--- src/design/otrb_pkg.sv ---
// shared types and constants for the overwriting trace ring buffer
// no dependencies; imported by every module of the block
package otrb_pkg;

  // default number of trace slots
  localparam int unsigned DEF_TRACE_DEPTH = 256;

  // field widths fixed by the item format
  localparam int unsigned WORD_W = 64;
  localparam int unsigned AGE_W  = 8;
  localparam int unsigned FILL_W = 9;
  localparam int unsigned CFG_W  = 5;
  localparam int unsigned CFG_IDX_W = 1;

  // configuration register indexes
  localparam logic [CFG_IDX_W-1:0] REG_MAX_KIND = 1'd0;
  localparam logic [CFG_IDX_W-1:0] REG_MAX_SEV  = 1'd1;

  // configuration reset values
  localparam logic [4:0] MAX_KIND_RESET = 5'd19;
  localparam logic [2:0] MAX_SEV_RESET  = 3'd4;

  // request codes
  localparam logic [1:0] REQ_APPEND = 2'd0;
  localparam logic [1:0] REQ_READ   = 2'd1;
  localparam logic [1:0] REQ_STATUS = 2'd2;

  // visibility code that is never stored
  localparam logic [1:0] VIS_INVALID = 2'd3;

  // input item
  typedef struct packed {
    logic [1:0]        req_type;
    logic [AGE_W-1:0]  entry_age;
    logic [4:0]        event_kind;
    logic [2:0]        event_severity;
    logic [1:0]        event_visibility;
    logic [WORD_W-1:0] span_ident;
    logic [WORD_W-1:0] correlation_ident;
    logic [WORD_W-1:0] actor_ident;
    logic [WORD_W-1:0] object_ident;
    logic [WORD_W-1:0] first_argument;
    logic [WORD_W-1:0] second_argument;
    logic [WORD_W-1:0] time_now;
  } in_item_t;

  // result item
  typedef struct packed {
    logic [WORD_W-1:0] seq_number;
    logic [WORD_W-1:0] stamp_time;
    logic [4:0]        out_kind;
    logic [2:0]        out_severity;
    logic [1:0]        out_visibility;
    logic [WORD_W-1:0] out_span;
    logic [WORD_W-1:0] out_correlation;
    logic [WORD_W-1:0] out_actor;
    logic [WORD_W-1:0] out_object;
    logic [WORD_W-1:0] out_arg_a;
    logic [WORD_W-1:0] out_arg_b;
    logic [FILL_W-1:0] fill_level;
  } out_item_t;

  // packed event codes as stored
  typedef struct packed {
    logic [1:0] vis;
    logic [2:0] sev;
    logic [4:0] kind;
  } code_t;

  // one stored trace entry
  typedef struct packed {
    logic [WORD_W-1:0] seq;
    logic [WORD_W-1:0] stamp;
    code_t             code;
    logic [WORD_W-1:0] span;
    logic [WORD_W-1:0] corr;
    logic [WORD_W-1:0] actor;
    logic [WORD_W-1:0] obj;
    logic [WORD_W-1:0] arg_a;
    logic [WORD_W-1:0] arg_b;
  } entry_t;

  // operation handed from front to back
  typedef enum logic [1:0] {
    OP_ZERO,
    OP_WRITE,
    OP_READ,
    OP_STATUS
  } op_code_t;

  // operation details, slot travels beside it
  typedef struct packed {
    op_code_t          op;
    logic [WORD_W-1:0] drop;
    logic [FILL_W-1:0] fill;
    entry_t            entry;
  } op_info_t;

endpackage

--- src/design/otrb_front.sv ---
// front end: accepts items, checks appends, keeps ring pointers and counters
// depends on otrb_pkg
module otrb_front
  import otrb_pkg::*;
#(
  parameter int unsigned TRACE_DEPTH = DEF_TRACE_DEPTH,
  parameter int unsigned SLOT_W = $clog2(TRACE_DEPTH)
) (
  input  logic                 clk,
  input  logic                 rst,
  input  logic                 accept,
  input  in_item_t             cmd,
  input  logic                 cfg_we,
  input  logic [CFG_IDX_W-1:0] cfg_index,
  input  logic [CFG_W-1:0]     cfg_data,
  output logic [SLOT_W-1:0]    op_slot,
  output op_info_t             op_info
);

  localparam int unsigned CNT_W = $clog2(TRACE_DEPTH + 1);
  localparam int unsigned CMP_W = (CNT_W > AGE_W) ? CNT_W : AGE_W;
  localparam int unsigned SUM_W = ((SLOT_W > AGE_W) ? SLOT_W : AGE_W) + 1;
  localparam logic [CNT_W-1:0] DEPTH_CNT = CNT_W'(TRACE_DEPTH);
  localparam logic [SUM_W-1:0] DEPTH_SUM = SUM_W'(TRACE_DEPTH);

  logic [4:0]        max_kind;
  logic [2:0]        max_sev;
  logic [SLOT_W-1:0] oldest;
  logic [SLOT_W-1:0] oldest_next;
  logic [CNT_W-1:0]  count;
  logic [CNT_W-1:0]  count_next;
  logic [WORD_W-1:0] next_seq;
  logic [WORD_W-1:0] next_seq_next;
  logic [WORD_W-1:0] drop_total;
  logic [WORD_W-1:0] drop_total_next;

  logic              event_ok;
  logic              is_full;
  logic              age_ok;
  logic [SUM_W-1:0]  sum_raw;
  logic [SUM_W-1:0]  sum_wrap;
  logic [SUM_W-1:0]  inc_raw;
  logic [SUM_W-1:0]  inc_wrap;

  // configuration registers
  always_ff @(posedge clk) begin
    if (rst) begin
      max_kind <= MAX_KIND_RESET;
      max_sev  <= MAX_SEV_RESET;
    end else if (cfg_we) begin
      case (cfg_index)
        REG_MAX_KIND: max_kind <= cfg_data[4:0];
        REG_MAX_SEV:  max_sev  <= cfg_data[2:0];
        default: ;
      endcase
    end
  end

  // classification and slot arithmetic
  always_comb begin
    event_ok = (cmd.event_kind <= max_kind) && (cmd.event_severity <= max_sev) &&
               (cmd.event_visibility != VIS_INVALID);
    is_full  = (count == DEPTH_CNT);
    age_ok   = CMP_W'(cmd.entry_age) < CMP_W'(count);

    // oldest plus offset, offset is the fill count on append, the age on read
    if (cmd.req_type == REQ_APPEND) begin
      sum_raw = SUM_W'(oldest) + SUM_W'(count);
    end else begin
      sum_raw = SUM_W'(oldest) + SUM_W'(cmd.entry_age);
    end
    sum_wrap = (sum_raw >= DEPTH_SUM) ? (sum_raw - DEPTH_SUM) : sum_raw;

    inc_raw  = SUM_W'(oldest) + SUM_W'(1);
    inc_wrap = (inc_raw >= DEPTH_SUM) ? (inc_raw - DEPTH_SUM) : inc_raw;
  end

  // next state and operation for the queue
  always_comb begin
    oldest_next     = oldest;
    count_next      = count;
    next_seq_next   = next_seq;
    drop_total_next = drop_total;

    op_slot              = sum_wrap[SLOT_W-1:0];
    op_info.op           = OP_ZERO;
    op_info.drop         = drop_total;
    op_info.fill         = FILL_W'(count);
    op_info.entry.seq    = next_seq;
    op_info.entry.stamp  = cmd.time_now;
    op_info.entry.code   = '{vis: cmd.event_visibility, sev: cmd.event_severity,
                             kind: cmd.event_kind};
    op_info.entry.span   = cmd.span_ident;
    op_info.entry.corr   = cmd.correlation_ident;
    op_info.entry.actor  = cmd.actor_ident;
    op_info.entry.obj    = cmd.object_ident;
    op_info.entry.arg_a  = cmd.first_argument;
    op_info.entry.arg_b  = cmd.second_argument;

    case (cmd.req_type)
      REQ_APPEND: begin
        if (event_ok) begin
          op_info.op    = OP_WRITE;
          next_seq_next = next_seq + WORD_W'(1);
          if (is_full) begin
            op_slot         = oldest;
            oldest_next     = inc_wrap[SLOT_W-1:0];
            drop_total_next = drop_total + WORD_W'(1);
          end else begin
            count_next = count + CNT_W'(1);
          end
          op_info.fill = FILL_W'(count_next);
        end
      end
      REQ_READ: begin
        if (age_ok) begin
          op_info.op = OP_READ;
        end
        op_info.fill = FILL_W'(count);
      end
      REQ_STATUS: begin
        op_info.op   = OP_STATUS;
        op_info.fill = FILL_W'(count);
      end
      default: ;
    endcase
  end

  // ring pointers and counters
  always_ff @(posedge clk) begin
    if (rst) begin
      oldest     <= '0;
      count      <= '0;
      next_seq   <= WORD_W'(1);
      drop_total <= '0;
    end else if (accept) begin
      oldest     <= oldest_next;
      count      <= count_next;
      next_seq   <= next_seq_next;
      drop_total <= drop_total_next;
    end
  end

endmodule

--- config.mk ---
export PLATFORM = sky130hd
export DESIGN_NAME = otrb_front
export DESIGN_NICKNAME = d
export VERILOG_FILES = /design/src/design/otrb_pkg.sv /design/src/design/otrb_front.sv
export SDC_FILE = /design/constraint.sdc
export NUM_CORES = 1
export LEC_CHECK = 0
export BUFFER_PORTS_ARGS = -buffer_cell sky130_fd_sc_hd__buf_2
export CELL_PAD_IN_SITES_DETAIL_PLACEMENT = 0
export CELL_PAD_IN_SITES_GLOBAL_PLACEMENT = 1
export CORE_AREA = 5 5 424 426
export DETAILED_ROUTE_END_ITERATION = 10
export DIE_AREA = 0 0 429 431
export GPL_ROUTABILITY_DRIVEN = 0
export GPL_TIMING_DRIVEN = 0
export PLACE_DENSITY_LB_ADDON = 0.1
export SYNTH_ARGS = -nofsm -noshare
export SYNTH_HDL_FRONTEND = slang
export SYNTH_SLANG_ARGS = --single-unit
--- constraint.sdc ---
create_clock -name clk -period 5.3 [get_ports clk]
set_input_delay 1.59 -clock clk [delete_from_list [all_inputs] [get_ports clk]]
set_output_delay 1.59 -clock clk [all_outputs]
set_load 0.05 [all_outputs]
### Word-level counts from Yosys, hierarchy flattened

Cells that the tools add are included.
W data, S select, Z words.

* add/sub/neg operators: 8
* magnitude comparators: 5
* eq/ne operators: 4
* multiplexer cells: 12
* bitwise operators: 1
* reduce and logical (&&, ||, !) cells: 7

Operators by type and width (count)
* $add A64 B1 Y64 const B: 2
* $mux W8: 5
* $mux W9: 4
* $ge A9 B9 Y1 const B: 2
* $sub A8 B1 Y8 const B: 2
* $add A8 B1 Y9 const B: 1
* $add A8 B8 Y9: 1
* $add A8 B9 Y9: 1
* $add A9 B1 Y9 const B: 1
* $eq A9 B9 Y1 const B: 1
* $lt A8 B9 Y1: 1
* $pmux W2 S3: 1
* $le A5 B5 Y1: 1
* $reduce_and A2 Y1: 2
* $reduce_and A4 Y1: 1
* $le A3 B3 Y1: 1
* $reduce_and A3 Y1: 1
* $eq A2 B1 Y1 const B: 1
* $eq A2 B2 Y1 const B: 1
* $logic_and A1 B1 Y1: 2
* $logic_not A2 Y1: 1
* $mux W2: 1
* $ne A2 B2 Y1 const B: 1
* $mux W1: 1
* $not A1 Y1: 1

* bits in registers: 153
* bits of input ports: 478
* output and inout port bits: 605
* word-level logic and storage cells: 43

### Longest topological paths before layout

Gate-level depths: netlist of run 1.

* depth after elaboration: 7
* depth in mapped cells: 10
* gate-level depth less buffers: 10

### Least setup slack after synthesis of run 1

Ideal clock, no wire load.

* kind: input to output
* start: input port cmd[466] (netlist name)
* end: output port op_slot[6]
* data arrival time: 4747 ps
* path slack: -1037 ps
* cell stages on the path: 10
* path buffers: 0
* cell sequence: nor2_1 > mux2_2 > ha_1 > fa_1 > a21o_1 > a21oi_1 > o21bai_1 > a21oi_1 > xor2_1 > o21ai_0

* longest elaborated chain between the ends: 7
* elaborated cells on any way between the ends: 8
* classes of those cells: 1 x add/sub; 1 x order compare; 5 x mux; 1 x reduce/logical

RTL lines
* start, declared: RTL line otrb_front.sv:12 `input in_item_t cmd,`
* $logic_not A2 Y1 *: RTL line otrb_front.sv:67, otrb_front.sv:100
* $mux W9: RTL line otrb_front.sv:67 `if (cmd.req_type == REQ_APPEND) begin`
* $sub A8 B1 Y8 or $ge A9 B9 Y1 (tied branches): RTL line otrb_front.sv:72 `sum_wrap = (sum_raw >= DEPTH_SUM) ? (sum_raw - DEPTH_SUM) : sum_raw;`
* $mux W8: RTL line otrb_front.sv:72
* $mux W8: RTL line otrb_front.sv:105 `if (is_full) begin`
* $mux W8: RTL line otrb_front.sv:102 `if (event_ok) begin`
* $mux W8 *: RTL line otrb_front.sv:100 `case (cmd.req_type)`
* end, declared: RTL line otrb_front.sv:16 `output logic [SLOT_W-1:0] op_slot,`

Mark *: on every way between the ends. The rest lies on a longest branch, timed or not.

### Final worst setup path of run 1

* start: input port cmd[466] (netlist name)
* end: output port op_slot[7]

The elaborated chain is that of the path after synthesis.

==> results of run 1 <==
worst reg2reg max path: stages, from the launching register on:
cell     delay (ns)
dfxtp_1        0.36
inv_1          0.16
ha_1           0.18
nor4b_2        0.29
nand3_1        0.34
nor3_2         0.67
nand3_1        0.66
buf_2          0.47
o31ai_1        0.29
a21oi_1        0.09
state kept, by name, summed over array words and instances, names as in the netlist:
name        cells
next_seq       64
count           9
oldest          8
drop_total     64
max_sev         3
max_kind        5
stage by stage:
step | total power, uW | hold WS [ns]
after CTS | 4000 | 0.481
after floorplan | 2230 | 0.435
after global placement | 2530 | 0.464
after global routing | 4080 | 0.519
after detailed placement | 2530 | 0.471
final | 3870 | 0.471
final timing paths:
check,from,endpoint,cells past startpoint
hold reg to reg,max_sev[0]$_SDFFE_PP0P_,max_sev[0]$_SDFFE_PP0P_,2
hold / removal,max_sev[0]$_SDFFE_PP0P_,max_sev[0]$_SDFFE_PP0P_,2
setup / recovery,cmd[466],op_slot[7],12
setup reg to reg,count[0]$_SDFFE_PP0P_,drop_total[43]$_SDFFE_PP0P_,9
power breakdown:
group	switching [uW]	internal [uW]	total (uW)
combinational	948	428	1380
sequential	2.72	1150	1160
clock	620	714	1330
total	1570	2290	3870
what timing repair did:
item / CTS / global route
endpoints found under the setup margin: 17 / 7
setup buffers: 16 / 8
pin swaps: 25 / 14
gates cloned: 0 / 0
resized for setup: 69 / 8
hold endpoints to repair: 0 / 0
kinds of logic (layout without fill, tap and decap cells):
kind of cell,after synthesis,after routing
buffers and inverters,542,1231
flip-flops,153,153
other,0,6
adder cells (fa/ha/maj),29,29
AO/OA/AOI/OAI,112,112
multiplexers,14,14
AND/OR/NAND/NOR,468,468
XOR/XNOR,124,124
layer usage:
layer,vias up,GRT usage [%],part of all wire [%]
li1,5762,-,-
met1,5558,6.63,33
met2,535,14.8,59
met3,53,2.12,6.4
met4,0,2.27,1.9
met5,-,0,0
cell type report:
class	instances	area (sq um)	area share (%)
Sequential cell	153	3060	16.0
Inverter	46	173	0.903
Timing Repair Buffer	659	3460	18.1
Multi-Input combinational cell	747	5300	27.7
Tap cell	2340	2930	15.3
Antenna cell	6	15.0	0.0785
Buffer	496	3620	18.9
Clock buffer	24	472	2.47
Clock inverter	6	92.6	0.484
cell usage in the layout, fill, tap and decap left out, types with 4 or more instances in the layout:
cell type	netlist	routed
and4_1	11	10
buf_6	3	8
nor3_1	29	29
clkbuf_16	0	17
and3_1	20	20
a211o_1	4	4
buf_4	458	489
diode_2	0	6
ha_1	28	18
clkbuf_1	32	36
o31ai_1	5	5
and2_1	8	6
ha_4	0	10
nand2_1	68	66
nand4_1	54	54
nor4_1	14	14
mux2_2	12	8
o21ai_0	31	26
nor4_2	16	16
xnor2_1	75	69
inv_1	46	46
nand3_1	59	59
nor2b_1	6	6
dfxtp_1	153	153
or4_1	6	6
buf_2	3	621
xnor2_2	0	5
buf_8	0	5
nor2_1	134	131
or3_1	23	23
a21oi_1	43	40
mux2_4	0	4
xor2_1	49	48
o21ai_2	0	4
==> results_dict.tcl, run 1 <==
set metrics [dict create \
    outcome "finished with violations" \
    violations "setup timing" \
    initial_core_util_pct 6.71 \
    cp.arrival_ns 3.85 \
    wl_per_cell_um 15.6 \
    synth.area.mux_share_pct 1.32 \
    synth-xor-area-share_pct 9.23 \
    ys_seq_area_share_pct 26.0 \
    yosys.area.top_type "buf_4" \
    synth_compound_area_share_pct 6.55 \
    die_x_um 429 \
    rrSetupSlack_ns 1.62 \
    holdBufCountCts 0 \
    p_leak_uw 0.00814 \
    dp_hpwl_mm 59.3 \
    grt_use_total_pct 7.18 \
    post_layout_nonfiller_instances 4477 \
    drt.antenna.violating_nets 0 \
    slew_headroom_pct 14.9 \
    critPathSlowestCell "mux2_4" \
    netlist_area_sq_mm 0.0118 \
    die_y_um 431 \
    synth_edf_count 0 \
    ys_warn_count 0 \
    grt_overflow 0 \
    yosys-top-cells-count "458 x buf_4, 153 x dfxtp_1, 134 x nor2_1, 75 x xnor2_1, 68 x nand2_1" \
    synth-async-reset-ratio_pct 0 \
    drtPass1Iterations 5 \
    ir_worst_vdd_v 0.000269 \
    core_sq_mm 0.175 \
    final_area_sq_mm 0.0191 \
    cts_buffers 17 \
    cts_root_buf "clkbuf_16" \
    synth-simple-area-share_pct 21.6 \
    fmax_mhz 184 \
    path_buf_inv 3 \
    avgSynthCellArea_sq_um 8.16 \
    clockBufferDepth 2 \
    num_vias 11900 \
    hold_viol_final 0 \
    crit_fanout 6 \
    setup_ws_ns -0.145 \
    ctsHtreeMaxLevel 4 \
    grt_pass1_wl_mm 94.9 \
    synth_top_family_by_area "buffers and inverters" \
    post-place-cells 4417 \
    area_growth_pct 62.5 \
    yosysMostFrequentCell "buf_4" \
    post_drt_via_cell_ratio 2.66 \
    pin_count 1083 \
    netlist_instances 1442 \
    worst_setup_path_start_kind "primary input" \
    maxCapViolCount 0 \
    post-route-drc-count 0 \
    drt-total-wl_mm 70.0 \
    worst_pin_slew_ns 1.28 \
    end_kind "primary output" \
    rsz0062_at_grt "true" \
    grt_max_degree 17 \
    first_global_vias 12400 \
    cts_sinks 153 \
    cpPeakStageDelay_ns 0.32 \
    port_buffers 634 \
    syn_nets 1949 \
    min_path_type "reg -> reg" \
    antenna_found_initial 9 \
    synthDominantCellAreaShare_pct 29.2 \
    fin_nets 2627 \
    insertion_delay_ns 0.52 \
    ys_top_cells_by_area "buf_4 29%, dfxtp_1 26%, xnor2_1 5.6%, nor2_1 4.3%, xor2_1 3.6%" \
    synth-seq-cells 153 \
    die_area_sq_mm 0.185 \
    path_cells "buf_8 > nor2_4 > buf_4 > mux2_4 > ha_4 > nand3_1 > o211ai_1 > o41ai_2 > xnor2_1 > nor2_2 > xor2_4 > buf_8" \
    dp_worst_setup_slack_ns -1.13 \
    worstPathRequired_ns 3.71 \
    path_class "in -> out" \
    place_area_sq_mm 0.0180 \
    synth_fa_ha_area_share_pct 3.15 \
    ys_types 62 \
    drive_gt1_share_pct 58.1 \
    post-route-min-period_ns 5.44 \
    clkSlewWorstSetupHoldPaths_ns 0.07 \
    power_density_mw_per_mm2 202 \
    crit_family "simple AND/OR/NAND/NOR gates" \
    synth_top_flop_cell "dfxtp_1" \
    final_util_pct 10.9 \
    row_count 154 \
    setup-violations-final 2 \
    slew_viol_final 0 \
    drt-initial-drc-count 304 \
    fin_skew_ns 0.0172 \
    cts_tree "done" \
    crit_top_cell "buf_8" \
    fin_setup_tns_ns -0.286 \
    fillers 20400 \
    fin_crit_sh_pct 103 \
]
(Power assumes the default switching activity.)
==> run 2, diff against run 1 <==
BUFFER_PORTS_ARGS = unset   (was -buffer_cell sky130_fd_sc_hd__buf_2)
CORE_AREA = 5 5 414 416   (was 5 5 424 426)
DIE_AREA = 0 0 419 421   (was 0 0 429 431)
DONT_BUFFER_PORTS = 1   (was unset)
SETUP_SLACK_MARGIN = 0.1   (was unset)
==> results_dict.tcl, run 2 (synthesis gave the netlist of run 1 again) <==
set metrics [dict create \
    final_cell_mix "468 x buf_4, 153 x dfxtp_1, 131 x nor2_1" \
    fillers 19300 \
    end_kind "primary output" \
    grt_pass1_wl_mm 85.5 \
    ff2ff_path_depth 7 \
    drtPass1Iterations 4 \
    fmax_mhz 186 \
    p_leak_uw 0.00537 \
    outcome "finished with violations" \
    p_seq_share_pct 30.7 \
    maxCapViolCount 0 \
    fin_skew_ns 0.0246 \
    crit_fanout 6 \
    core_sq_mm 0.167 \
    worstPathRequired_ns 3.71 \
    intPower_uw 2170 \
    post-route-min-period_ns 5.37 \
    dp_worst_setup_slack_ns -1.05 \
    switching_power_uw 1600 \
    setup_ws_ns -0.0702 \
    die_x_um 419 \
    ctsHtreeMaxLevel 4 \
    pin_count 1083 \
    grt_overflow 0 \
    drt-initial-drc-count 271 \
    wl_per_cell_um 17.7 \
    die_area_sq_mm 0.176 \
    slew_headroom_pct 14.8 \
    insertion_delay_ns 0.53 \
    clkSlewWorstSetupHoldPaths_ns 0.07 \
    worst_pin_slew_ns 1.27 \
    cp.arrival_ns 3.78 \
    worst_setup_path_start_kind "primary input" \
    clockBufferDepth 2 \
    path_class "in -> out" \
    port_buffers 0 \
    cts_sinks 153 \
    fin_total_pwr_uw 3770 \
    fin_crit_sh_pct 101 \
    post-route-drc-count 0 \
    hold_viol_final 0 \
    pwr-share-comb_pct 31.3 \
    dp_hpwl_mm 53.9 \
    slew_viol_final 0 \
    cts_buffers 17 \
    rsz0062_at_grt "true" \
    holdBufCountCts 0 \
    num_vias 9666 \
    grt.met2_usage_pct 14.7 \
    power_density_mw_per_mm2 241 \
    antenna_found_initial 2 \
    cts_tree "done" \
    grt_use_total_pct 7.01 \
    post_drt_via_cell_ratio 2.62 \
    initial_core_util_pct 7.05 \
    min_path_type "reg -> reg" \
    clkPwrFrac_pct 38.0 \
    grt_busiest_layer "met2" \
    die_y_um 421 \
    whs_path_depth 2 \
    drt.antenna.violating_nets 0 \
    grtUsageMet1_pct 6.27 \
    grt_max_degree 17 \
    row_count 150 \
    drt-total-wl_mm 65.2 \
    globalRouteMet3Util_pct 1.91 \
    cts_root_buf "clkbuf_16" \
    first_global_vias 9922 \
    ir_worst_vdd_v 0.000296 \
    area_growth_pct 33.2 \
    sw_frac_of_total_pct 42.5 \
    fin_nets 1979 \
    setup-violations-final 2 \
    largestRegisters "drop_total (64), next_seq (64), count (9)" \
    drive_gt1_share_pct 40.2 \
    final_common_cell "buf_4" \
    violations "setup timing" \
]
-- run 2: cell types whose count changed in the layout (fill, tap and decap cells not counted), moves of 5 or more --
| cell | previous run | this run |
|---|---|---|
| buf_2 | 621 | 3 |
| buf_6 | 8 | 3 |
| xnor2_4 | 1 | 7 |
| inv_6 | 0 | 5 |
| buf_4 | 489 | 468 |
-- run 2: path summary, 6_finish.rpt --
check	startpoint	endpoint	slack (ns)
hold / removal	max_sev[1]$_SDFFE_PP0P_	max_sev[1]$_SDFFE_PP0P_	0.47
setup reg to reg	drop_total[26]$_SDFFE_PP0P_	drop_total[63]$_SDFFE_PP0P_	0.83
hold reg to reg	max_sev[1]$_SDFFE_PP0P_	max_sev[1]$_SDFFE_PP0P_	0.47
setup / recovery	cmd[466]	op_slot[6]	-0.07
-- run 2: cell type report --
| class | instances | area (sq um) | area share, % |
|---|---|---|---|
| clock buffers | 18 | 429 | 2.74 |
| clock inverters | 14 | 179 | 1.14 |
| multi-input cells | 747 | 5350 | 34.1 |
| flip-flops and latches | 153 | 3060 | 19.5 |
| repair buffers | 11 | 95.1 | 0.607 |
| diodes | 2 | 5.00 | 0.0319 |
| well taps | 2204 | 2760 | 17.6 |
| inverters | 46 | 173 | 1.10 |
| plain buffers | 496 | 3620 | 23.1 |
-- run 2: power groups by stage --
stage / combinational (uW) / sequential [uW] / clock [uW]
6_report: 1180 / 1160 / 1430
5_1_grt: 1220 / 1160 / 1570
4_1_cts: 1200 / 1160 / 1570
3_5_place_dp: 1170 / 1190 / 0
3_3_place_gp: 1180 / 1190 / 0
2_1_floorplan: 1050 / 1180 / 0
-- run 2: metal layers --
metal,wire length (um),part of all wire [%]
met1,20700,32
met2,38500,59
met4,1570,2.4
met5,0,0
met3,4410,6.8
-- run 2: through the flow --
step / util, % / TNS, ns / area (sq um) / cells / hold slack, ns
global placement: 8.84 / -11.08 / 14700 / 3646 / 0.467
detailed placement: 8.85 / -8.89 / 14800 / 3646 / 0.457
CTS: 9.38 / -0.197 / 15700 / 3688 / 0.477
floorplan: - / -0.0938 / 12000 / 1442 / 0.435
finish: 9.39 / -0.119 / 15700 / 3691 / 0.475
global route: 9.39 / -0.456 / 15700 / 3689 / 0.487
-- run 2: timing repair --
item / CTS / global route
buffers inserted: 10 / 1
pin swaps: 21 / 9
resized for setup: 34 / 2
endpoints found under the setup margin: 17 / 9
-- run 2: worst max-delay path, cell delays in order --
cell and delay (ns):
nor2_4 0.19, mux2_4 0.34, ha_4 0.17, fa_2 0.36
a21o_1 0.18, a21oi_2 0.17, o21bai_1 0.08, a21oi_1 0.18
xor2_1 0.13, o21ai_4 0.38
