===== src/design/otrb_pkg.sv =====
// shared types and constants for the overwriting trace ring buffer
// no dependencies; imported by every module of the block
package otrb_pkg;

  // default number of trace slots
  localparam int unsigned DEF_TRACE_DEPTH = 256;

  // field widths fixed by the item format
  localparam int unsigned WORD_W = 64;
  localparam int unsigned AGE_W  = 8;
  localparam int unsigned FILL_W = 9;
  localparam int unsigned CFG_W  = 5;
  localparam int unsigned CFG_IDX_W = 1;

  // configuration register indexes
  localparam logic [CFG_IDX_W-1:0] REG_MAX_KIND = 1'd0;
  localparam logic [CFG_IDX_W-1:0] REG_MAX_SEV  = 1'd1;

  // configuration reset values
  localparam logic [4:0] MAX_KIND_RESET = 5'd19;
  localparam logic [2:0] MAX_SEV_RESET  = 3'd4;

  // request codes
  localparam logic [1:0] REQ_APPEND = 2'd0;
  localparam logic [1:0] REQ_READ   = 2'd1;
  localparam logic [1:0] REQ_STATUS = 2'd2;

  // visibility code that is never stored
  localparam logic [1:0] VIS_INVALID = 2'd3;

  // input item
  typedef struct packed {
    logic [1:0]        req_type;
    logic [AGE_W-1:0]  entry_age;
    logic [4:0]        event_kind;
    logic [2:0]        event_severity;
    logic [1:0]        event_visibility;
    logic [WORD_W-1:0] span_ident;
    logic [WORD_W-1:0] correlation_ident;
    logic [WORD_W-1:0] actor_ident;
    logic [WORD_W-1:0] object_ident;
    logic [WORD_W-1:0] first_argument;
    logic [WORD_W-1:0] second_argument;
    logic [WORD_W-1:0] time_now;
  } in_item_t;

  // result item
  typedef struct packed {
    logic [WORD_W-1:0] seq_number;
    logic [WORD_W-1:0] stamp_time;
    logic [4:0]        out_kind;
    logic [2:0]        out_severity;
    logic [1:0]        out_visibility;
    logic [WORD_W-1:0] out_span;
    logic [WORD_W-1:0] out_correlation;
    logic [WORD_W-1:0] out_actor;
    logic [WORD_W-1:0] out_object;
    logic [WORD_W-1:0] out_arg_a;
    logic [WORD_W-1:0] out_arg_b;
    logic [FILL_W-1:0] fill_level;
  } out_item_t;

  // packed event codes as stored
  typedef struct packed {
    logic [1:0] vis;
    logic [2:0] sev;
    logic [4:0] kind;
  } code_t;

  // one stored trace entry
  typedef struct packed {
    logic [WORD_W-1:0] seq;
    logic [WORD_W-1:0] stamp;
    code_t             code;
    logic [WORD_W-1:0] span;
    logic [WORD_W-1:0] corr;
    logic [WORD_W-1:0] actor;
    logic [WORD_W-1:0] obj;
    logic [WORD_W-1:0] arg_a;
    logic [WORD_W-1:0] arg_b;
  } entry_t;

  // operation handed from front to back
  typedef enum logic [1:0] {
    OP_ZERO,
    OP_WRITE,
    OP_READ,
    OP_STATUS
  } op_code_t;

  // operation details, slot travels beside it
  typedef struct packed {
    op_code_t          op;
    logic [WORD_W-1:0] drop;
    logic [FILL_W-1:0] fill;
    entry_t            entry;
  } op_info_t;

endpackage


===== src/design/otrb_queue.sv =====
// two-entry queue between front and back
// depends on otrb_pkg only for house style
module otrb_queue
  import otrb_pkg::*;
#(
  parameter int unsigned DATA_W = 8
) (
  input  logic              clk,
  input  logic              rst,
  input  logic              push,
  input  logic [DATA_W-1:0] push_data,
  input  logic              pop,
  output logic [DATA_W-1:0] head,
  output logic              empty,
  output logic              full
);

  logic [DATA_W-1:0] slots [2];
  logic              wr_ptr;
  logic              rd_ptr;
  logic [1:0]        level;
  logic              do_push;
  logic              do_pop;

  assign empty   = (level == 2'd0);
  assign full    = (level == 2'd2);
  assign do_push = push && !full;
  assign do_pop  = pop && !empty;
  assign head    = slots[rd_ptr];

  // storage
  always_ff @(posedge clk) begin
    if (do_push) begin
      slots[wr_ptr] <= push_data;
    end
  end

  // pointers and level
  always_ff @(posedge clk) begin
    if (rst) begin
      wr_ptr <= 1'b0;
      rd_ptr <= 1'b0;
      level  <= 2'd0;
    end else begin
      if (do_push) begin
        wr_ptr <= !wr_ptr;
      end
      if (do_pop) begin
        rd_ptr <= !rd_ptr;
      end
      case ({do_push, do_pop})
        2'b10:   level <= level + 2'd1;
        2'b01:   level <= level - 2'd1;
        default: level <= level;
      endcase
    end
  end

endmodule


===== config.mk =====
export PLATFORM = sky130hd
export DESIGN_NAME = otrb_queue
export DESIGN_NICKNAME = d
export VERILOG_FILES = /design/src/design/otrb_pkg.sv /design/src/design/otrb_queue.sv
export SDC_FILE = /design/constraint.sdc
export NUM_CORES = 1
export LEC_CHECK = 0
export BUFFER_PORTS_ARGS = -buffer_cell sky130_fd_sc_hd__buf_4
export CAP_MARGIN = 30
export CORE_UTILIZATION = 45
export DETAILED_ROUTE_END_ITERATION = 10
export HOLD_SLACK_MARGIN = 0.15
export PLACE_DENSITY = 0.74
export SYNTH_ARGS = -nofsm -noshare
export SYNTH_HDL_FRONTEND = slang
export SYNTH_SLANG_ARGS = --single-unit
export TNS_END_PERCENT = 30

===== constraint.sdc =====
create_clock -name clk -period 3.81 [get_ports clk]
set_input_delay 0.762 -clock clk [delete_from_list [all_inputs] [get_ports clk]]
set_output_delay 0.762 -clock clk [all_outputs]
set_load 0.005 [all_outputs]

After elaboration in Yosys (flattened, before gate mapping). Memories as Yosys holds them, arrays and structs flattened. A register that Yosys moved wholly into a read port is not among the register bits. Index checks and enable logic that the tools add are counted.

Memories kept: 1. Register bits: 4. Bits in writable memories: 16.

Memory list: slots (words 2, bits a word 8, rd ports 1, clocked after Yosys merged registers in 1, write ports 1, line otrb_queue.sv:18) `logic [DATA_W-1:0] slots [2];`.

$add $sub $neg: 2. Muxes and demuxes: 5. Reductions and logical operators: 8. Equality and inequality tests: 3.

Operators with widths (count): $eq A2 B2 Y1 const B (2); $logic_not A1 Y1 (4); $mux W1 (4); $pmux W2 S2 (1); $add A2 B1 Y2 const B (1); $eq A2 B1 Y1 const B (1); $logic_and A1 B1 Y1 (2); $logic_not A2 Y1 (1); $reduce_bool A2 Y1 (1); $sub A2 B1 Y2 const B (1).

Longest topological paths before layout. Gate-level depths: netlist (run 1).

Depth in word-level cells: 5. Mapped depth: 6. Mapped depth without buffers: 6.

Worst setup path after synthesis (run 1). OpenSTA, ideal clock, no wires.

Kind: input to register. From: in pop. To: reg level[1]. Setup time: 0.070 ns. Buffers on the path: 0. Cell stages on the path: 4. Data arrival time: 1.652 ns. Setup slack: 2.088 ns. Cell sequence: o21a_1 > ha_1 > or3_1 > a21oi_1.

Word-level cells in the longest chain between the ends: 3. Elaborated cells on any way between the ends: 5.

RTL lines: start: declaration (line otrb_queue.sv:12) `input logic pop,`; $logic_and A1 B1 Y1 * (line otrb_queue.sv:28) `assign do_pop = pop && !empty;`; $eq A2 B1 Y1 or $eq A2 B2 Y1 (tied branches) (line otrb_queue.sv:51) `case ({do_push, do_pop})`; $pmux W2 S2 or $reduce_bool A2 Y1 (tied branches); end signal: assignment (line otrb_queue.sv:52) `2'b10: level <= level + 2'd1;`; end signal: assignment (line otrb_queue.sv:53) `2'b01: level <= level - 2'd1;`; end signal: assignment (line otrb_queue.sv:54) `default: level <= level;`; end: declaration (line otrb_queue.sv:21) `logic [1:0] level;`.

Mark *: on every way between the ends. The rest lies on a longest branch, timed or not. A chain may end at the register's enable or synchronous reset.

==> PnR_summary.wiki, run 1 <==
{| class="wikitable"
! Metric !! Value
|-
| Kind of launch point of the worst setup path || flip-flop
|-
| Count of pins on the block boundary || 22
|-
| Category of the critical setup timing path || reg2out
|-
| Hold Path Stages || 2
|-
| Overflow after GRT || 0
|-
| Wire length reported by the detailed router || 1.25 mm
|-
| Setup Slack @ Placement || 1.91 ns
|-
| Synth Area in Compound Gates || 0.0345
|-
| Max clock buf depth || 2
|-
| Warnings from Yosys || 0
|-
| Post-DR vias/cell || 5.08
|-
| TritonCTS buffer count || 3
|-
| Synth top area share || 0.602
|-
| CTS H-Tree Depth || 1
|-
| WL/cell || 13.7 um
|-
| Mapped Cells || 51
|-
| Worst skew pair latency || 0.29 ns
|-
| Synthesis-to-layout area growth || 25.1%
|-
| Drc violations || 0
|-
| Buffers on Ports || 21
|-
| Vias || 462
|-
| Required time of the critical path || 3.05 ns
|-
| Simple logic cell fraction of the synthesized area || 0.0580
|-
| Worst reg2reg startpoint || level[0]
|-
| Initial core utilization || 0.506
|-
| Multiplexer share of the synthesized area || 0.113
|-
| Register bit total from synthesis || 21
|-
| Overall die width || 44.1 um
|-
| Total of hold buffers inserted after clock tree synthesis || 0
|-
| Library cell with the largest summed area after synthesis || edfxtp_1
|-
| Type of destination of the critical path || primary output
|-
| Initial antenna violation count || 0
|-
| Share of layout cells above drive strength 1 || 0.453
|-
| Global Route Usage Sum || 0.138
|-
| Vertical die dimension || 44.1 um
|-
| Tightest Pin Transition || 0.405 ns
|-
| Standard cell core area || 0.00158 mm2
|-
| Final net count || 89
|-
| Setup repair after global routing missed its margin || false
|-
| Post-synthesis adder-cell area fraction || 0.0157
|-
| Post-synth cell types || 17
|-
| TritonCTS sink count || 21
|-
| HPWL after detailed placement || 892 um
|-
| Final Hold Viols || 0
|-
| Setup Total Neg Slack || 0 ns
|-
| Largest net degree at the start of global routing || 12
|-
| Min Tclk post-route || 2.11 ns
|-
| Clock edge transition at the registers on the reported setup and hold paths || 0.10 ns
|-
| Static Leak || 0.401 nW
|-
| Run status || finished, final reports clean
|-
| Mean instance size in the synthesized netlist || 15.7 um2
|-
| Destination of the worst register-to-register timing path || level[1]
|-
| Num rows || 14
|-
| Clock Skew || 0.00300 ns
|-
| Gates resized, CTS repair || 0
|-
| Xor and xnor fraction of the mapped netlist area || 0.0329
|-
| Worst VDD drop || 392 uV
|-
| Share of the cycle needed by the critical path after routing || 0.553
|-
| Data arrival time of the critical path || 1.35 ns
|-
| Seq/Total Area, Yosys || 0.727
|-
| Count of max-cap constraint violations || 0
|-
| Power density of the placed cells || 637 mW/mm2
|-
| CTS tree || done
|-
| Ant diodes || 0
|-
| Final setup viols || 0
|-
| Normalized max-slew margin || 0.730
|-
| Number of nets still failing antenna checks after routing || 0
|-
| Top cells by area, synth || edfxtp_1 60%, dfxtp_1 13%, mux2_2 11%
|-
| Dominant combinational cell family by area after synthesis || multiplexers
|-
| Violation count after the first detailed-route iteration || 3
|-
| Launch instance of the worst min-delay path || wr_ptr
|-
| Cell area after synthesis || 798 um2
|-
| Total iterations of the first detailed-routing run || 5
|-
| RePlAce Congestion || 0.662
|-
| Total die area || 0.00195 mm2
|-
| CP Max Fanout || 8
|-
| Wire length of the first global-routing pass || 1.89 mm
|-
| Via count of the first global-routing pass || 452
|-
| Setup slack of the worst register-to-register path || 2.21 ns
|-
| Max Freq || 0.474 GHz
|-
| Final Worst Setup Slack || 1.70 ns
|-
| Number of pins with negative max-slew slack in the final report || 0
|-
| Net Count, Synth || 64
|-
| Worst Hold End || wr_ptr
|-
| Root buffer selected by CTS || clkbuf_4
|-
| Post-CTS Repair Setup Buffers || 0
|-
| Path category of the worst min-delay check || reg2reg
|-
| R2R cell count || 5
|}
[area by class of cell]
| cell class | instances | area [um2] |
|---|---|---|
| clock buffers | 4 | 26.3 |
| fillers | 138 | 578 |
| inverters | 3 | 11.3 |
| multi-input cells | 26 | 203 |
| flip-flops and latches | 21 | 581 |
| well taps | 16 | 20.0 |
| repair buffers | 21 | 158 |
[cells in the mapped netlist (all sizes together)]
master  number
clkbuf       1
dfxtp        5
o21a         1
nor2         4
xor2         1
edfxtp      16
ha           1
inv          3
nand2        1
o21ai        2
a21oi        2
mux2         8
xnor2        2
or3          2
nand2b       1
and3         1
[stage by stage]
step / utilization / hold WS [ns] / power [W] / std cells / cell area (um2)
2_1_floorplan: - / 0.452 / 0.000447 / 51 / 798
3_3_place_gp: 0.617 / 0.476 / 0.000533 / 87 / 972
3_5_place_dp: 0.617 / 0.487 / 0.000541 / 87 / 972
4_1_cts: 0.633 / 0.503 / 0.000645 / 91 / 998
5_1_grt: 0.633 / 0.547 / 0.000675 / 91 / 998
6_report: 0.633 / 0.504 / 0.000636 / 91 / 998
[power by group]
group | internal, W | switching (W)
combinational | 0.000124 | 0.0000816
clock | 0.0000406 | 0.0000602
sequential | 0.000295 | 0.0000344
[cell usage in the layout, fill, tap and decap left out, types with 3 or more instances in the layout]
cell / instances
mux2_2: 8
clkbuf_4: 3
nor2_1: 4
edfxtp_1: 16
buf_4: 21
dfxtp_1: 5
[state kept, by name, summed over array words and instances, names as in the netlist, named ones only]
register  count
rd_ptr        1
slots        16
wr_ptr        1
level         2
[routing by layer]
layer	wire length [um]	vias up	global-route usage
met2	656	11	0.244
met4	10	0	0.0727
li1	-	233	-
met1	531	216	0.155
met3	47	2	0.0286
met5	0	-	0
[worst max path at each step]
stage	startpoint	end	slack (ns)	cells after the start
detailed placement	pop	level[1]	1.91	5
global placement	pop	level[1]	1.94	5
global route	flip-flop	head[0]	1.63	2
CTS	flip-flop	head[0]	1.67	2
finish	flip-flop	head[0]	1.70	2
floorplan	pop	level[1]	2.09	4
[kinds of logic after synthesis]
group | after synthesis
DFF | 21
and+or+nand+nor | 9
muxes | 8
AOI/OAI and AO/OA | 5
buffers and inverters | 4
xor gates and xnor gates | 3
adders and majority gates | 1
[critical path, stage by stage, from the launching register on]
cell and delay (ns):
dfxtp_1 0.54, mux2_2 0.38, buf_4 0.13
No activity file was read; power rests on OpenSTA's default activity.
==> run 2, diff against run 1 <==
- CORE_UTILIZATION: 45 -> 44
- PLACE_DENSITY: 0.74 -> 0.76
- clock period: 3.81 -> 1.9 ns (I/O delays scaled with it)
==> run 2 against run 1 <==
Combinational power increased by 98%. Worst setup slack got worse by 1.5 ns. Count of clock-buffer cells in the layout unchanged. Flip-flop and latch count unchanged. Critical path depth unchanged. Sequential share of layout area decreased by 0.65 points. First-iteration DRC count increased by 67%. Utilization decreased by 4.2 points. Global-route usage decreased by 1.2 points. Sequential power increased by 100%. Register-to-register slack got worse by 1.9 ns. Die area increased by 2.2%. Critical endpoint is now head[6].
==> PnR_summary.wiki, run 2 (same netlist as run 1, synthesis figures left out) <==
{| class="wikitable"
! Metric !! Value
|-
| Ant diodes || 0
|-
| Type of destination of the critical path || primary output
|-
| Flip-flop count of the largest register after layout || 16
|-
| Total die area || 0.00199 mm2
|-
| Root buffer selected by CTS || clkbuf_4
|-
| Placement Cell Area || 983 um2
|-
| CP Max Fanout || 8
|-
| Setup Slack @ Placement || 0.346 ns
|-
| Setup Total Neg Slack || 0 ns
|-
| Worst Hold End || slots[0][1]
|-
| Setup slack of the worst register-to-register path || 0.33 ns
|-
| Buffers on Ports || 21
|-
| Clock Skew || 0.00260 ns
|-
| Destination of the worst register-to-register timing path || level[1]
|-
| Tightest Pin Transition || 0.389 ns
|-
| Num rows || 15
|-
| Total of hold buffers inserted after clock tree synthesis || 0
|-
| Final Worst Setup Slack || 0.170 ns
|-
| Category of the critical setup timing path || reg2out
|-
| Data arrival time of the critical path || 1.35 ns
|-
| Run status || finished, final reports clean
|-
| Count of max-cap constraint violations || 0
|-
| Initial antenna violation count || 0
|-
| Vertical die dimension || 44.6 um
|-
| Synthesis-to-layout area growth || 26.5%
|-
| Via count of the first global-routing pass || 409
|-
| RePlAce Congestion || 0.637
|-
| Min Tclk post-route || 1.73 ns
|-
| Standard cell core area || 0.00171 mm2
|-
| Setup repair after global routing missed its margin || false
|-
| Hold Path Stages || 1
|-
| Gates resized, CTS repair || 0
|-
| Cell Count, Final, Fillers Out || 100
|-
| Biggest regs || slots x16, level x2
|-
| Total iterations of the first detailed-routing run || 4
|-
| Worst skew pair latency || 0.29 ns
|-
| Post-CTS Repair Setup Buffers || 0
|-
| Initial core utilization || 0.467
|-
| Drc violations || 0
|-
| Normalized max-slew margin || 0.740
|-
| Violation count after the first detailed-route iteration || 5
|-
| Count of pins on the block boundary || 22
|-
| Clock edge transition at the registers on the reported setup and hold paths || 0.10 ns
|-
| Number of pins with negative max-slew slack in the final report || 0
|-
| Global Route Usage Sum || 0.126
|-
| Launch instance of the worst min-delay path || push_data[1]
|-
| Largest net degree at the start of global routing || 12
|-
| TritonCTS sink count || 21
|-
| Overflow after GRT || 0
|-
| Static Leak || 0.401 nW
|-
| Sum of internal, switching and leakage power || 0.00126 W
|-
| Worst reg2reg startpoint || level[0]
|-
| Power density of the placed cells || 1250 mW/mm2
|-
| Path category of the worst min-delay check || in2reg
|-
| Required time of the critical path || 1.52 ns
|-
| Placed insts || 96
|-
| R2R cell count || 5
|-
| Highest-count cells in the layout ignoring fill and taps || 21 x buf_4, 16 x edfxtp_1, 8 x mux2_2
|-
| Share of layout cells above drive strength 1 || 0.453
|-
| Final non-filler cell area || 0.00101 mm2
|-
| HPWL after detailed placement || 822 um
|-
| TritonCTS buffer count || 3
|-
| Max clock buf depth || 2
|-
| Most common cell after layout, fill and taps aside || buf_4
|-
| Worst VDD drop || 702 uV
|-
| Final net count || 89
|-
| Kind of launch point of the worst setup path || flip-flop
|-
| Vias || 450
|-
| Wire length reported by the detailed router || 1.13 mm
|-
| Number of nets still failing antenna checks after routing || 0
|-
| Share of the cycle needed by the critical path after routing || 0.910
|-
| CTS H-Tree Depth || 1
|-
| Final Hold Viols || 0
|-
| Final setup viols || 0
|-
| Most flop-heavy register || slots
|-
| Post-DR vias/cell || 4.50
|-
| CTS tree || done
|-
| Wire length of the first global-routing pass || 1.74 mm
|-
| Overall die width || 44.6 um
|-
| WL/cell || 11.3 um
|-
| Max Freq || 0.578 GHz
|}
run 2: routing by layer:
layer	wire length, um	vias up	GRT usage
met3	71	2	0.0449
li1	-	231	-
met1	497	202	0.151
met5	0	-	0
met4	11	0	0.0545
met2	549	15	0.206
run 2: critical path: stages, from the launching register on:
cell	delay, ns
dfxtp_1	0.54
mux2_2	0.39
buf_4	0.13
run 2: area by class of cell:
type	instances	area, um2
Timing Repair Buffer	21	158
Multi-Input combinational cell	26	203
Inverter	3	11.3
Tap cell	25	31.3
Sequential cell	21	581
Clock buffer	4	26.3
Fill cell	136	698
run 2: per-stage QoR:
stage	util	hold slack, ns
floorplan	-	0.449
global placement	0.576	0.466
detailed placement	0.576	0.491
CTS	0.591	0.261
global route	0.591	0.244
finish	0.591	0.268
run 2: worst max-delay path by stage:
stage               slack [ns]     endpoint  startpoint
finish                    0.17      head[6]   flip-flop
global route               0.1      head[4]   flip-flop
CTS                       0.14      head[6]   flip-flop
detailed placement        0.35  slots[0][3]    level[0]
global placement          0.38  slots[0][3]    level[0]
floorplan                 0.45     level[1]    level[0]
run 2: power breakdown:
part	switching, W	total (W)	internal [W]
Sequential	0.0000680	0.000659	0.000591
Combinational	0.000160	0.000408	0.000248
Clock	0.000116	0.000198	0.0000815
Total	0.000344	0.00126	0.000921
==> run 3, diff against run 2 <==
- CORE_ASPECT_RATIO: unset -> 1.1
==> run 3 against run 2 <==
Cell count shrank 8.0%. Die area hardly changed. Combinational power increased by 1%. First-iteration DRC count grew 40%. Critical path depth stayed put. Utilization is 2.1 points higher. Count of clock-buffer cells in the layout stayed put. Critical endpoint is now head[4]. Clock skew down 0.0020 ns. Via count rose by 2.7%.
==> PnR_summary.wiki, run 3 (same netlist as run 1, synthesis figures left out) <==
{| class="wikitable"
! Metric !! Value
|-
| Clock Skew || 0.000621 ns
|-
| CTS H-Tree Depth || 1
|-
| Clock edge transition at the registers on the reported setup and hold paths || 0.10 ns
|-
| Overflow after GRT || 0
|-
| Total of hold buffers inserted after clock tree synthesis || 0
|-
| Number of nets still failing antenna checks after routing || 0
|-
| Setup repair after global routing missed its margin || false
|-
| Number of pins with negative max-slew slack in the final report || 0
|-
| Most flop-heavy register || slots
|-
| Violation count after the first detailed-route iteration || 7
|-
| Initial antenna violation count || 0
|-
| Worst reg2reg startpoint || level[0]
|-
| Destination of the worst register-to-register timing path || level[1]
|-
| CTS tree || done
|-
| Root buffer selected by CTS || clkbuf_4
|-
| Total die area || 0.00199 mm2
|-
| Flip-flop count of the largest register after layout || 16
|-
| TritonCTS sink count || 21
|-
| Synthesis-to-layout area growth || 25.2%
|-
| Final core utilization || 0.612
|-
| RePlAce Congestion || 0.612
|-
| R2R cell count || 5
|-
| Path category of the worst min-delay check || in2reg
|-
| Standard cell core area || 0.00163 mm2
|-
| Post-CTS Repair Setup Buffers || 0
|-
| Combined buffer and inverter count along the critical path || 1
|-
| CP Max Fanout || 8
|-
| Max Freq || 0.580 GHz
|-
| Largest incremental delay on the critical path || 0.54 ns
|-
| Data arrival time of the critical path || 1.34 ns
|-
| Static Leak || 0.401 nW
|-
| Ant diodes || 0
|-
| Biggest regs || slots x16, level x2
|-
| Vias || 462
|-
| Setup Total Neg Slack || 0 ns
|-
| Global Route Usage Sum || 0.143
|-
| WL/cell || 13.0 um
|-
| Kind of launch point of the worst setup path || flip-flop
|-
| Final net count || 89
|-
| Required time of the critical path || 1.52 ns
|-
| Share of the cycle needed by the critical path after routing || 0.907
|-
| Worst VDD drop || 735 uV
|-
| Buffers on Ports || 21
|-
| Total iterations of the first detailed-routing run || 4
|-
| Count of max-cap constraint violations || 0
|-
| Delay-heaviest family, CP || flip-flops
|-
| Critical-path cell list || mux2_2, buf_4
|-
| Standard cell with the maximum stage delay on the critical path || dfxtp_1
|-
| Wire length reported by the detailed router || 1.20 mm
|-
| Tightest Pin Transition || 0.368 ns
|-
| Normalized max-slew margin || 0.755
|-
| Category of the critical setup timing path || reg2out
|-
| Run status || finished, final reports clean
|-
| Type of destination of the critical path || primary output
|-
| Num rows || 15
|-
| Count of cell instances traversed by the critical path || 2
|-
| Gates resized, CTS repair || 0
|-
| Most common cell after layout, fill and taps aside || buf_4
|-
| Wire length of the first global-routing pass || 1.97 mm
|-
| Drc violations || 0
|-
| Final setup viols || 0
|-
| Overall die width || 42.6 um
|-
| Count of pins on the block boundary || 22
|-
| Max clock buf depth || 2
|-
| Setup slack of the worst register-to-register path || 0.29 ns
|-
| Min Tclk post-route || 1.72 ns
|-
| Share of layout cells above drive strength 1 || 0.453
|-
| Worst skew pair latency || 0.29 ns
|-
| Post-DR vias/cell || 5.02
|-
| Power density of the placed cells || 1270 mW/mm2
|-
| Initial core utilization || 0.489
|-
| Final Hold Viols || 0
|-
| Vertical die dimension || 46.7 um
|-
| Highest-count cells in the layout ignoring fill and taps || 21 x buf_4, 16 x edfxtp_1, 8 x mux2_2
|-
| Worst setup endpoint || head[4]
|-
| Largest net degree at the start of global routing || 12
|-
| Via count of the first global-routing pass || 466
|-
| TritonCTS buffer count || 3
|}
==> run 3: final cells by class <==
class / instances / area, um2
inverter: 3 / 11.3
fill: 131 / 633
clock buffer: 4 / 26.3
timing repair buffer: 21 / 158
sequential: 21 / 581
multi-input combinational: 26 / 203
tap: 17 / 21.3
==> run 3: per-stage QoR <==
step,area [um2],hold WS (ns),worst slack (ns),total power (W),std cells
finish,1000,0.268,0.176,0.00127,92
global placement,973,0.465,0.368,0.00107,88
detailed placement,973,0.516,0.312,0.00109,88
CTS,1000,0.258,0.144,0.00129,92
global route,1000,0.249,0.0956,0.00136,92
floorplan,798,0.449,0.448,0.000897,51
==> run 3: worst min path at each step <==
stage | from | endpoint | cells after the start
CTS | push_data[5] | slots[1][5] | 1
detailed placement | wr_ptr | wr_ptr | 2
global placement | wr_ptr | wr_ptr | 2
global route | push_data[5] | slots[1][5] | 1
finish | push_data[6] | slots[0][6] | 1
floorplan | rst | level[1] | 1
==> run 3: power by group <==
part           leakage (nW)  internal (W)  switching, W
Sequential            0.191      0.000591     0.0000684
Clock                0.0150     0.0000816      0.000120
Combinational         0.195      0.000249      0.000163
Total                 0.401      0.000921      0.000351
==> run 3: routing by layer <==
layer / vias to the layer above / part of all wire / global-route usage
li1: 231 / - / -
met1: 216 / 0.40 / 0.149
met2: 13 / 0.55 / 0.265
met3: 2 / 0.042 / 0.0275
met4: 0 / 0.0050 / 0.0938
met5: - / 0 / 0
